==> src/qjtg_pkg.sv <==
// Shared types and constants of the quintic joint trajectory generator.
// Used by the top level; depends on nothing.
package qjtg_pkg;

  localparam int JOINTS     = 3;
  localparam int ANGLE_BITS = 16;
  localparam int DELTA_BITS = ANGLE_BITS + 1;
  localparam int STEP_BITS  = ANGLE_BITS + 1;
  localparam int JIDX_BITS  = (JOINTS > 1) ? $clog2(JOINTS) : 1;
  localparam int SPEED_BITS = 12;
  localparam int NUM_BITS   = 21;
  localparam int DIV_BITS   = 32;
  localparam int DCNT_BITS  = $clog2(DIV_BITS);
  localparam int MUL_BITS   = 18;
  localparam int PROD_BITS  = 2 * MUL_BITS;
  localparam int BLEND_BITS = 23;

  localparam int ADDR_BITS  = 3;
  localparam int REG_SPEED  = 0;
  localparam logic [SPEED_BITS-1:0] SPEED_RESET = SPEED_BITS'(64);

  localparam logic FUNC_START = 1'b0;
  localparam logic FUNC_TICK  = 1'b1;

  typedef enum logic [3:0] {
    ST_IDLE,
    ST_DELTA,
    ST_DIV_N,
    ST_CHECK,
    ST_DIV_INC,
    ST_TAU,
    ST_POW2,
    ST_POW3,
    ST_POW4,
    ST_POW5,
    ST_BLEND,
    ST_JMUL,
    ST_JSUM,
    ST_FINISH,
    ST_DONE
  } state_t;

endpackage

==> src/quintic_joint_trajectory_generator.sv <==
// Top level of the quintic joint trajectory generator: sequencer, shared
// restoring divider, shared 18x18 multiplier and the APB register.
// Depends on qjtg_pkg.
//
// A request with func = start plans a synchronized move of three joints from
// the current angles to the targets. It runs two divisions on the shared divider
// and gives no result, unless the move has zero steps, in which case one result
// holding the targets with last set follows.
// A request with func = tick while a move is running gives one sample of the
// three joints; five products for tau and its powers and one product per
// joint go through the single shared multiplier. Ticks while idle and starts
// during a move are taken and give nothing. in_stall is high while an item
// is being worked on.
// The result waits in an output register; a new request is taken while it
// waits, and a following result is held back until out_stall lets the
// previous one go. Payload never changes while out_valid is high and stalled.
// speed_per_tick is written through the APB port at byte address 0, by the user
// only while idle; the block does not enforce it. Reset clears the angles, ends
// any move and empties the output register; speed_per_tick returns to 64.
module quintic_joint_trajectory_generator (
  input  logic        clk,
  input  logic        rst_n,
  input  logic        in_valid,
  output logic        in_stall,
  input  logic        in_func,
  input  logic signed [15:0] in_target_a,
  input  logic signed [15:0] in_target_b,
  input  logic signed [15:0] in_target_c,
  output logic        out_valid,
  input  logic        out_stall,
  output logic signed [15:0] out_angle_a,
  output logic signed [15:0] out_angle_b,
  output logic signed [15:0] out_angle_c,
  output logic        out_last,
  input  logic        psel,
  input  logic        penable,
  input  logic        pwrite,
  input  logic [2:0]  paddr,
  input  logic [31:0] pwdata,
  output logic [31:0] prdata,
  output logic        pready
);

  localparam int AB = qjtg_pkg::ANGLE_BITS;
  localparam int DB = qjtg_pkg::DELTA_BITS;
  localparam int SB = qjtg_pkg::STEP_BITS;
  localparam int JB = qjtg_pkg::JIDX_BITS;
  localparam int NB = qjtg_pkg::NUM_BITS;
  localparam int VB = qjtg_pkg::DIV_BITS;
  localparam int MB = qjtg_pkg::MUL_BITS;
  localparam int PB = qjtg_pkg::PROD_BITS;
  localparam int BB = qjtg_pkg::BLEND_BITS;
  localparam int WB = qjtg_pkg::SPEED_BITS;
  localparam int NJ = qjtg_pkg::JOINTS;

  qjtg_pkg::state_t state_r, state_nxt;

  logic [WB-1:0]        speed_r;
  logic signed [AB-1:0] cur_r   [NJ];
  logic signed [AB-1:0] start_r [NJ];
  logic signed [DB-1:0] delta_r [NJ];
  logic signed [AB-1:0] tgt_r   [NJ];
  logic signed [AB-1:0] res_r   [NJ];
  logic                 res_last_r;
  logic [15:0]          inc_r;
  logic [SB-1:0]        idx_r;
  logic [SB-1:0]        total_r;
  logic                 moving_r;
  logic [NB-1:0]        num_r;
  logic [15:0]          den_r;
  logic [NB:0]          rem_r;
  logic [VB-1:0]        quo_r;
  logic [NB-1:0]        divisor_r;
  logic [qjtg_pkg::DCNT_BITS-1:0] dcnt_r;
  logic [JB-1:0]        jidx_r;
  logic [15:0]          tau_r, t3_r, t4_r;
  logic [16:0]          s_r;
  logic signed [PB-1:0] prod_r;
  logic signed [AB-1:0] oa_r [NJ];
  logic                 olast_r;
  logic                 ovalid_r;
  logic                 ovalid_nxt;

  logic                 in_acc, out_acc, out_free, cfg_wr;
  logic signed [MB-1:0] mul_a, mul_b;
  logic [15:0]          tau_cap, pw_hi;
  logic signed [DB-1:0] dnew [NJ];
  logic [AB-1:0]        dabs [NJ];
  logic [AB-1:0]        maxabs;
  logic [NB-1:0]        num_new;
  logic [WB-1:0]        speed_eff;
  logic [NB:0]          trial;
  logic signed [BB-1:0] blend;
  logic signed [AB+4:0] jsum;
  logic signed [AB-1:0] jsat;
  logic                 is_last;

  assign pready   = 1'b1;
  assign cfg_wr   = psel && penable && pwrite &&
                    (paddr[2] == 1'(qjtg_pkg::REG_SPEED));
  assign prdata   = (paddr[2] == 1'(qjtg_pkg::REG_SPEED)) ? 32'(speed_r) : 32'd0;
  assign in_acc   = in_valid && !in_stall;
  assign out_acc  = ovalid_r && !out_stall;
  assign out_free = !ovalid_r || !out_stall;
  assign ovalid_nxt = (state_r == qjtg_pkg::ST_DONE && out_free) ? 1'b1 :
                      (out_acc ? 1'b0 : ovalid_r);

  assign out_valid   = ovalid_r;
  assign out_angle_a = oa_r[0];
  assign out_angle_b = oa_r[1];
  assign out_angle_c = oa_r[2];
  assign out_last    = olast_r;

  assign tau_cap   = (prod_r[PB-1:16] != '0) ? 16'hFFFF : prod_r[15:0];
  assign pw_hi     = prod_r[31:16];
  assign speed_eff = (speed_r == '0) ? WB'(1) : speed_r;
  assign trial     = {rem_r[NB-1:0], quo_r[VB-1]};
  assign is_last   = (SB'(idx_r + SB'(1)) >= total_r) || (idx_r == '1);

  always_comb begin
    maxabs = '0;
    for (int j = 0; j < NJ; j++) begin
      dnew[j] = DB'(tgt_r[j]) - DB'(cur_r[j]);
      dabs[j] = dnew[j][DB-1] ? AB'(-dnew[j]) : AB'(dnew[j]);
      if (dabs[j] > maxabs) maxabs = dabs[j];
    end
    num_new = (NB'(maxabs) << 5) - (NB'(maxabs) << 1);
  end

  always_comb begin
    blend = BB'(t3_r) * BB'(10) - BB'(t4_r) * BB'(15) + BB'(pw_hi) * BB'(6);
    jsum  = (AB+5)'(start_r[jidx_r]) + (AB+5)'($signed(prod_r[PB-1:16]));
    if (jsum > (AB+5)'(2 ** (AB - 1) - 1)) begin
      jsat = {1'b0, {(AB-1){1'b1}}};
    end else if (jsum < -(AB+5)'(2 ** (AB - 1))) begin
      jsat = {1'b1, {(AB-1){1'b0}}};
    end else begin
      jsat = AB'(jsum);
    end
  end

  always_comb begin
    mul_a = '0;
    mul_b = '0;
    unique case (state_r)
      qjtg_pkg::ST_TAU: begin
        mul_a = MB'(idx_r);
        mul_b = MB'(inc_r);
      end
      qjtg_pkg::ST_POW2: begin
        mul_a = MB'(tau_cap);
        mul_b = MB'(tau_cap);
      end
      qjtg_pkg::ST_POW3, qjtg_pkg::ST_POW4, qjtg_pkg::ST_POW5: begin
        mul_a = MB'(pw_hi);
        mul_b = MB'(tau_r);
      end
      qjtg_pkg::ST_JMUL: begin
        mul_a = MB'(delta_r[jidx_r]);
        mul_b = MB'(s_r);
      end
      default: begin
        mul_a = '0;
        mul_b = '0;
      end
    endcase
  end

  always_comb begin
    state_nxt = state_r;
    unique case (state_r)
      qjtg_pkg::ST_IDLE: begin
        if (in_acc) begin
          if (in_func == qjtg_pkg::FUNC_START && !moving_r) begin
            state_nxt = qjtg_pkg::ST_DELTA;
          end else if (in_func == qjtg_pkg::FUNC_TICK && moving_r) begin
            state_nxt = qjtg_pkg::ST_TAU;
          end
        end
      end
      qjtg_pkg::ST_DELTA:  state_nxt = qjtg_pkg::ST_DIV_N;
      qjtg_pkg::ST_DIV_N:  if (dcnt_r == '1) state_nxt = qjtg_pkg::ST_CHECK;
      qjtg_pkg::ST_CHECK:  state_nxt = (quo_r == '0) ? qjtg_pkg::ST_DONE
                                                      : qjtg_pkg::ST_DIV_INC;
      qjtg_pkg::ST_DIV_INC: if (dcnt_r == '1) state_nxt = qjtg_pkg::ST_IDLE;
      qjtg_pkg::ST_TAU:    state_nxt = qjtg_pkg::ST_POW2;
      qjtg_pkg::ST_POW2:   state_nxt = qjtg_pkg::ST_POW3;
      qjtg_pkg::ST_POW3:   state_nxt = qjtg_pkg::ST_POW4;
      qjtg_pkg::ST_POW4:   state_nxt = qjtg_pkg::ST_POW5;
      qjtg_pkg::ST_POW5:   state_nxt = qjtg_pkg::ST_BLEND;
      qjtg_pkg::ST_BLEND:  state_nxt = qjtg_pkg::ST_JMUL;
      qjtg_pkg::ST_JMUL:   state_nxt = qjtg_pkg::ST_JSUM;
      qjtg_pkg::ST_JSUM:   state_nxt = (jidx_r == JB'(NJ - 1)) ? qjtg_pkg::ST_FINISH
                                                                : qjtg_pkg::ST_JMUL;
      qjtg_pkg::ST_FINISH: state_nxt = qjtg_pkg::ST_DONE;
      qjtg_pkg::ST_DONE:   if (out_free) state_nxt = qjtg_pkg::ST_IDLE;
      default:             state_nxt = qjtg_pkg::ST_IDLE;
    endcase
  end

  always_comb begin
    in_stall = (state_r != qjtg_pkg::ST_IDLE);
  end

  always_ff @(posedge clk) begin
    if (!rst_n) begin
      state_r  <= qjtg_pkg::ST_IDLE;
      speed_r  <= qjtg_pkg::SPEED_RESET;
      moving_r <= 1'b0;
      idx_r    <= '0;
      total_r  <= '0;
      inc_r    <= '0;
      ovalid_r <= 1'b0;
      for (int j = 0; j < NJ; j++) begin
        cur_r[j]   <= '0;
        start_r[j] <= '0;
        delta_r[j] <= '0;
      end
    end else begin
      state_r  <= state_nxt;
      ovalid_r <= ovalid_nxt;
      if (cfg_wr) speed_r <= pwdata[WB-1:0];
      unique case (state_r)
        qjtg_pkg::ST_IDLE: begin
          if (in_acc) begin
            tgt_r[0] <= in_target_a;
            tgt_r[1] <= in_target_b;
            tgt_r[2] <= in_target_c;
          end
        end
        qjtg_pkg::ST_DELTA: begin
          for (int j = 0; j < NJ; j++) begin
            start_r[j] <= cur_r[j];
            delta_r[j] <= dnew[j];
          end
          num_r     <= num_new;
          den_r     <= {speed_eff, 4'b0000};
          rem_r     <= '0;
          quo_r     <= VB'(num_new);
          divisor_r <= NB'({speed_eff, 4'b0000});
          dcnt_r    <= '0;
        end
        qjtg_pkg::ST_DIV_N, qjtg_pkg::ST_DIV_INC: begin
          dcnt_r <= dcnt_r + 1'b1;
          if (trial >= (NB+1)'(divisor_r)) begin
            rem_r <= trial - (NB+1)'(divisor_r);
            quo_r <= {quo_r[VB-2:0], 1'b1};
          end else begin
            rem_r <= trial;
            quo_r <= {quo_r[VB-2:0], 1'b0};
          end
          if (state_r == qjtg_pkg::ST_DIV_INC && dcnt_r == '1) begin
            inc_r    <= (trial >= (NB+1)'(divisor_r) && quo_r[VB-2:15] == '0)
                        ? {quo_r[14:0], 1'b1}
                        : ((quo_r[VB-2:15] != '0) ? 16'hFFFF : {quo_r[14:0], 1'b0});
            idx_r    <= '0;
            moving_r <= 1'b1;
          end
        end
        qjtg_pkg::ST_CHECK: begin
          if (quo_r == '0) begin
            for (int j = 0; j < NJ; j++) begin
              cur_r[j] <= tgt_r[j];
              res_r[j] <= tgt_r[j];
            end
            res_last_r <= 1'b1;
          end else begin
            total_r <= (quo_r[VB-1:SB] != '0) ? '1 : quo_r[SB-1:0];
          end
          rem_r     <= '0;
          quo_r     <= VB'({den_r, 16'h0000});
          divisor_r <= num_r;
          dcnt_r    <= '0;
        end
        qjtg_pkg::ST_POW2: tau_r <= tau_cap;
        qjtg_pkg::ST_POW4: t3_r  <= pw_hi;
        qjtg_pkg::ST_POW5: t4_r  <= pw_hi;
        qjtg_pkg::ST_BLEND: begin
          if (blend < 0) begin
            s_r <= '0;
          end else if (blend > BB'(65536)) begin
            s_r <= 17'h10000;
          end else begin
            s_r <= blend[16:0];
          end
          jidx_r <= '0;
        end
        qjtg_pkg::ST_JSUM: begin
          res_r[jidx_r] <= jsat;
          jidx_r        <= jidx_r + 1'b1;
        end
        qjtg_pkg::ST_FINISH: begin
          res_last_r <= is_last;
          if (is_last) begin
            for (int j = 0; j < NJ; j++) begin
              cur_r[j] <= AB'(DB'(start_r[j]) + delta_r[j]);
            end
            moving_r <= 1'b0;
            idx_r    <= '0;
          end else begin
            idx_r <= idx_r + 1'b1;
          end
        end
        qjtg_pkg::ST_DONE: begin
          if (out_free) begin
            for (int j = 0; j < NJ; j++) oa_r[j] <= res_r[j];
            olast_r <= res_last_r;
          end
        end
        default: ;
      endcase
    end
  end

  always_ff @(posedge clk) begin
    prod_r <= mul_a * mul_b;
  end

endmodule

==> config.mk <==
export PLATFORM = sky130hd
export DESIGN_NAME = quintic_joint_trajectory_generator
export DESIGN_NICKNAME = d
export VERILOG_FILES = /design/src/qjtg_pkg.sv /design/src/quintic_joint_trajectory_generator.sv
export SDC_FILE = /design/constraint.sdc
export NUM_CORES = 2
export LEC_CHECK = 0
export BUFFER_PORTS_ARGS = -buffer_cell sky130_fd_sc_hd__buf_2
export CAP_MARGIN = 20
export CORE_ASPECT_RATIO = 1.4
export CORE_MARGIN = 8
export CORE_UTILIZATION = 65
export CTS_CLUSTER_DIAMETER = 50
export CTS_CLUSTER_SIZE = 12
export DETAILED_ROUTE_END_ITERATION = 8
export PLACE_DENSITY = 0.86
export SYNTH_ARGS = -nofsm -noshare
export SYNTH_HDL_FRONTEND = slang
export SYNTH_SLANG_ARGS = --single-unit
==> constraint.sdc <==
create_clock -name clk -period 32.3 [get_ports clk]
set_clock_uncertainty 0.2 [all_clocks]
set_input_delay 8.075 -clock clk [delete_from_list [all_inputs] [get_ports clk]]
set_output_delay 8.075 -clock clk [all_outputs]
set_load 0.05 [all_outputs]
**After elaboration in Yosys (flattened, before gate mapping)**

Memory sizes are Yosys's and may differ from the RTL's. A register that Yosys moved wholly into a read port is not among the register bits.
Index checks and enable logic that the tools add are counted.

- Input bits: 91
- Register bits after elaboration: 285
- Memories kept: 6
- Memory bits (writable): 291
- Latch bits: 0
- Bits in read-only memories: 0
- Output and inout port bits: 84

Memory list:

| name | words | width | read ports | clocked after memory_dff | write ports | line | source |
|---|---|---|---|---|---|---|---|
| delta_r | 3 | 17 | 4 | 1 | 3 | quintic_joint_trajectory_generator.sv:61 | `logic signed [DB-1:0] delta_r [NJ];` |
| cur_r | 3 | 16 | 3 | 0 | 3 | quintic_joint_trajectory_generator.sv:59 | `logic signed [AB-1:0] cur_r [NJ];` |
| oa_r | 3 | 16 | 3 | 0 | 3 | quintic_joint_trajectory_generator.sv:79 | `logic signed [AB-1:0] oa_r [NJ];` |
| res_r | 3 | 16 | 3 | 0 | 3 | quintic_joint_trajectory_generator.sv:63 | `logic signed [AB-1:0] res_r [NJ];` |
| start_r | 3 | 16 | 4 | 1 | 3 | quintic_joint_trajectory_generator.sv:60 | `logic signed [AB-1:0] start_r [NJ];` |
| tgt_r | 3 | 16 | 3 | 0 | 3 | quintic_joint_trajectory_generator.sv:62 | `logic signed [AB-1:0] tgt_r [NJ];` |

- Shift-type cells: 0
- $add $sub $neg: 17
- Reductions and logical operators: 52
- Multipliers: 4
- Eq/ne operators: 25
- Muxes and demuxes: 83
- Order comparisons: 9
- Bitwise gates (word level): 15
- Divide/modulo/power cells: 0

Operators with widths:

| operator | count |
|---|---|
| two-way mux 16 bit | 21 |
| two-way mux 17 bit | 7 |
| one-hot mux 32 bit (3 select lines) | 1 |
| one-hot mux 21 bit (2 select lines) | 2 |
| one-hot mux 18 bit (4 select lines) | 1 |
| one-hot mux 17 bit (4 select lines) | 1 |
| one-hot mux 4 bit (15 select lines) | 1 |
| subtractor 16 x 16 -> 17 bit | 3 |
| adder 16 bit | 3 |
| negation 16 bit | 3 |
| multiplier 18 x 18 -> 36 bit | 1 |
| one-hot mux 17 bit (2 select lines) | 1 |
| greater-than comparator 16 bit | 2 |
| zero test 32 bit | 1 |
| two-way mux 1 bit | 30 |
| equality test 4 bit (second input constant) | 7 |
| two-way mux 4 bit | 7 |
| two-way mux 12 bit | 2 |
| AND reduction 2 bit | 12 |
| adder 21 x 20 -> 22 bit | 1 |
| greater-or-equal comparator 22 x 21 -> 1 bit | 1 |
| greater-than comparator 22 x 18 -> 1 bit (second input constant) | 1 |
| < comparator 22 x 1 -> 1 bit (second input constant) | 1 |
| adder 16 x 20 -> 21 bit | 1 |
| 47 further kinds | 94 |

**Depth between registers and ports, before layout**

An unclocked memory read counts as a cell.

- Depth in word-level cells: 12
- Gate-level depth with buffers: 52
- Gate-level depth less buffers: 48

**Worst setup path before layout**

OpenSTA, ideal clock, no wires.

- Kind: input-to-output
- Start: input port paddr[2]
- End: output port prdata[10]
- Path buffers: 1
- Stages on the path: 2
- Setup slack: 15,053 ps
- Arrival: 8,972 ps
- Path through: clkbuf_1 -> nor2b_1

- Longest elaborated chain between the ends: 1

Ends and longest elaborated chain:

| what | line | source |
|---|---|---|
| start, declared | quintic_joint_trajectory_generator.sv:38 | `input logic [2:0] paddr,` |
| two-way mux 12 bit | quintic_joint_trajectory_generator.sv:101 | `assign prdata = (paddr[2] == 1'(qjtg_pkg::REG_SPEED)) ? 32'(speed_r) : 32'd0;` |
| end, declared | quintic_joint_trajectory_generator.sv:40 | `output logic [31:0] prdata,` |

No other way between the ends.

**Worst setup path in the final report**

- Start: input port paddr[2]
- End: output port prdata[2]

Same word-level chain as after synthesis.

==> results.cfg <==
[yosys]
netlist_area_um2 = 48600
synth_compound_area_share_pct = 14.0
synthAdderAreaFrac_pct = 25.3
synth-seq-cells = 576
async_flop_share_pct = 0
synth-simple-area-share_pct = 13.8
synth_top_family_by_area = adder cells
synth_xor_area_share_pct = 4.75
netlist_top_cells_count = inv_1 (713), nand2_1 (489), edfxtp_1 (470)
ys_seq_area_share_pct = 33.4
ys.flop_type = edfxtp_1
netlist-cell-type-count = 105
synth_top_cell_by_area = edfxtp_1
synth_area_per_cell_um2 = 9.67
yosysMostFrequentCell = inv_1
syn-instance-count = 5024
synth_area_leaders = edfxtp_1 (29%), fa_1 (15%), ha_1 (10%), inv_1 (5.5%), dfxtp_1 (4.4%)
ys.warnings.count = 0
synth_mux_area_share_pct = 1.37
yosysTopAreaCellShare_pct = 29.1
synth_edf_count = 470

[clock_tree]
cts.sinks = 576
cts_htree_levels = 2
clockBufferDepth = 3
clk_latency_ns = 0.69
cts_hold_buf = 0
cts_inserted_buffers = 57
cts_resized = 0
clockRootBuffer = clkbuf_16
post_cts_buffers = 0
path_clk_slew_ns = 0.06
cts_tree = built

[power_and_ir_drop]
p_int_uw = 2220
p_sw_uw = 1720
powerDensity_nw_per_um2 = 75.9
p_leak_uw = 0.0223
peakVddDrop_mv = 0.187
p_total_uw = 3940
swShare_pct = 43.7
clockPowerShare_pct = 16.5
comb_power_share_pct = 54.8
pwr-share-seq_pct = 28.7

[place]
port-buffer-count = 131
globalplace.congestion = 1.00
hpwl_um = 107000
dpl-instance-area_um2 = 50100

[sta]
min_period_over_period_pct = 52.7
finalSetupTns_ns = 0
fmax_mhz = 58.7
relSlewSlack_pct = 16.4
worstMarginPinSlew_ns = 1.25
hold_violations = 0
period_minus_slack_ns = 17.03
setup_viol = 0
whs_ns = 0.218
grt_setup_unrepaired = no
maxSlewViolCount = 0

[drt]
drc = 0
firstDrtPassIters = 7
vias_per_cell = 6.38
vias = 38800
ant_nets = 0
routed_wl_um = 141000
first_iter_violations = 3597
post_drt_wl_per_cell_um = 23.3

[die]
start_util_pct = 65.7
coreArea_um2 = 74000
num_rows = 118
dieArea_um2 = 83900
die_w_um = 247
fp.dieH_um = 339
top_level_ports = 175

[global_routing]
antenna_found_initial = 8
gr-usage-all-layers_pct = 33.3
grt_max_degree = 80
grt.overflow.total = 0
grt_pass1_wl_um = 218000
grt_pass1_vias = 39600

[setup_path]
timing.rr.start = tgt_r[0][0]$_DFFE_PP_
cp_max_fo = 14
worstSetupPathType = in2out
cp_data_arrival_time_ns = 8.76
slowest_stage = buf_2
end_kind = output pin
worstSetupStartpoint = paddr[2]
crit_chain = buf_2 > nor2b_1 > buf_2
cp-start-kind = input pin
cp_common_cell = buf_2
max_stage_delay_ns = 0.30
cp_data_required_time_ns = 24.02

[layout]
final_area_um2 = 51900
drive_gt1_share_pct = 6.96
final_net_count = 5931
area_delta_synth_final_pct = 6.82

[run]
drv_cap = 0

[status]
status = finished, final reports clean

[hold_path]
min_path_type = reg2reg
hold_start = res_r[0][11]$_DFFE_PP_
-- cells in the final DEF, fill, tap and decap left out, types with 132 or more instances in the layout --
master	synthesis	final
inv_1	713	711
nand2_1	489	488
edfxtp_1	470	470
nor2_1	425	421
ha_1	393	393
fa_1	367	367
a21oi_1	217	215
o21ai_0	210	209
xnor2_1	188	187
buf_2	2	132
-- final timing paths --
kind	cells past startpoint	end	slack [ns]
max reg2reg	44	quo_r[19]$_DFFE_PP_	19.84
min	0	oa_r[0][11]$_DFFE_PP_	0.22
max	3	prdata[2]	15.27
min reg2reg	0	oa_r[0][11]$_DFFE_PP_	0.22
-- kinds of logic (layout without fill, tap and decap cells) --
| logic type | Yosys count | after routing |
|---|---|---|
| simple gates | 1458 | 1458 |
| mux | 63 | 63 |
| xor+xnor | 261 | 261 |
| flops | 576 | 576 |
| other cells | 2 | 25 |
| compound gates | 988 | 988 |
| buf+inv | 915 | 985 |
| fa+ha+maj | 761 | 761 |
-- sequential cells by signal, indices dropped and copies added (netlist names), 5 cells and up, named ones only --
| name | count |
|---|---|
| cur_r | 48 |
| dcnt_r | 5 |
| delta_r | 51 |
| den_r | 12 |
| divisor_r | 20 |
| idx_r | 17 |
| inc_r | 16 |
| num_r | 20 |
| oa_r | 48 |
| prod_r | 36 |
| quo_r | 32 |
| rem_r | 21 |
| res_r | 48 |
| s_r | 17 |
| speed_r | 12 |
| start_r | 48 |
| t3_r | 16 |
| t4_r | 16 |
| tau_r | 16 |
| tgt_r | 48 |
| total_r | 17 |
-- per-stage QoR --
| stage | cells | util (%) | setup slack, ns |
|---|---|---|---|
| global placement | 5974 | 67.7 | 15.26 |
| finish | 6077 | 70.2 | 15.27 |
| global route | 6074 | 70.1 | 15.21 |
| detailed placement | 5975 | 67.7 | 15.25 |
| CTS | 6067 | 70.1 | 15.25 |
| floorplan | 5043 | - | 15.05 |
-- final cells by class --
cell class              instances  area [µm²]
clock inverters                 8         126
flip-flops and latches        576       16200
well taps                     960        1200
clock buffers                  84        1630
multi-input cells            3552       29000
diodes                          4        10.0
repair buffers                180        1040
inverters                     713        2680
fillers                      5278       22100
-- metal layers --
layer / GRT usage [%] / vias to the layer above / share of wire (%)
met5: 0 / - / 0.047
li1: - / 17300 / -
met3: 5.77 / 662 / 7.8
met4: 28.6 / 10 / 11
met1: 35.2 / 18800 / 32
met2: 56.9 / 2029 / 49
-- worst max-delay path: cells and delay by family --
kind                   cells  cell delay, ns
buffers and inverters      2            0.47
and+or+nand+nor            1            0.20
-- power by group through the flow --
stage	sequential, µW	combinational [µW]	clock, µW
finish	1130	2160	649
global route	1140	2320	676
CTS	1130	2100	649
detailed placement	1140	2090	0
global placement	1140	2040	0
floorplan	1110	1570	0
Power figures use the tool's default switching activity.
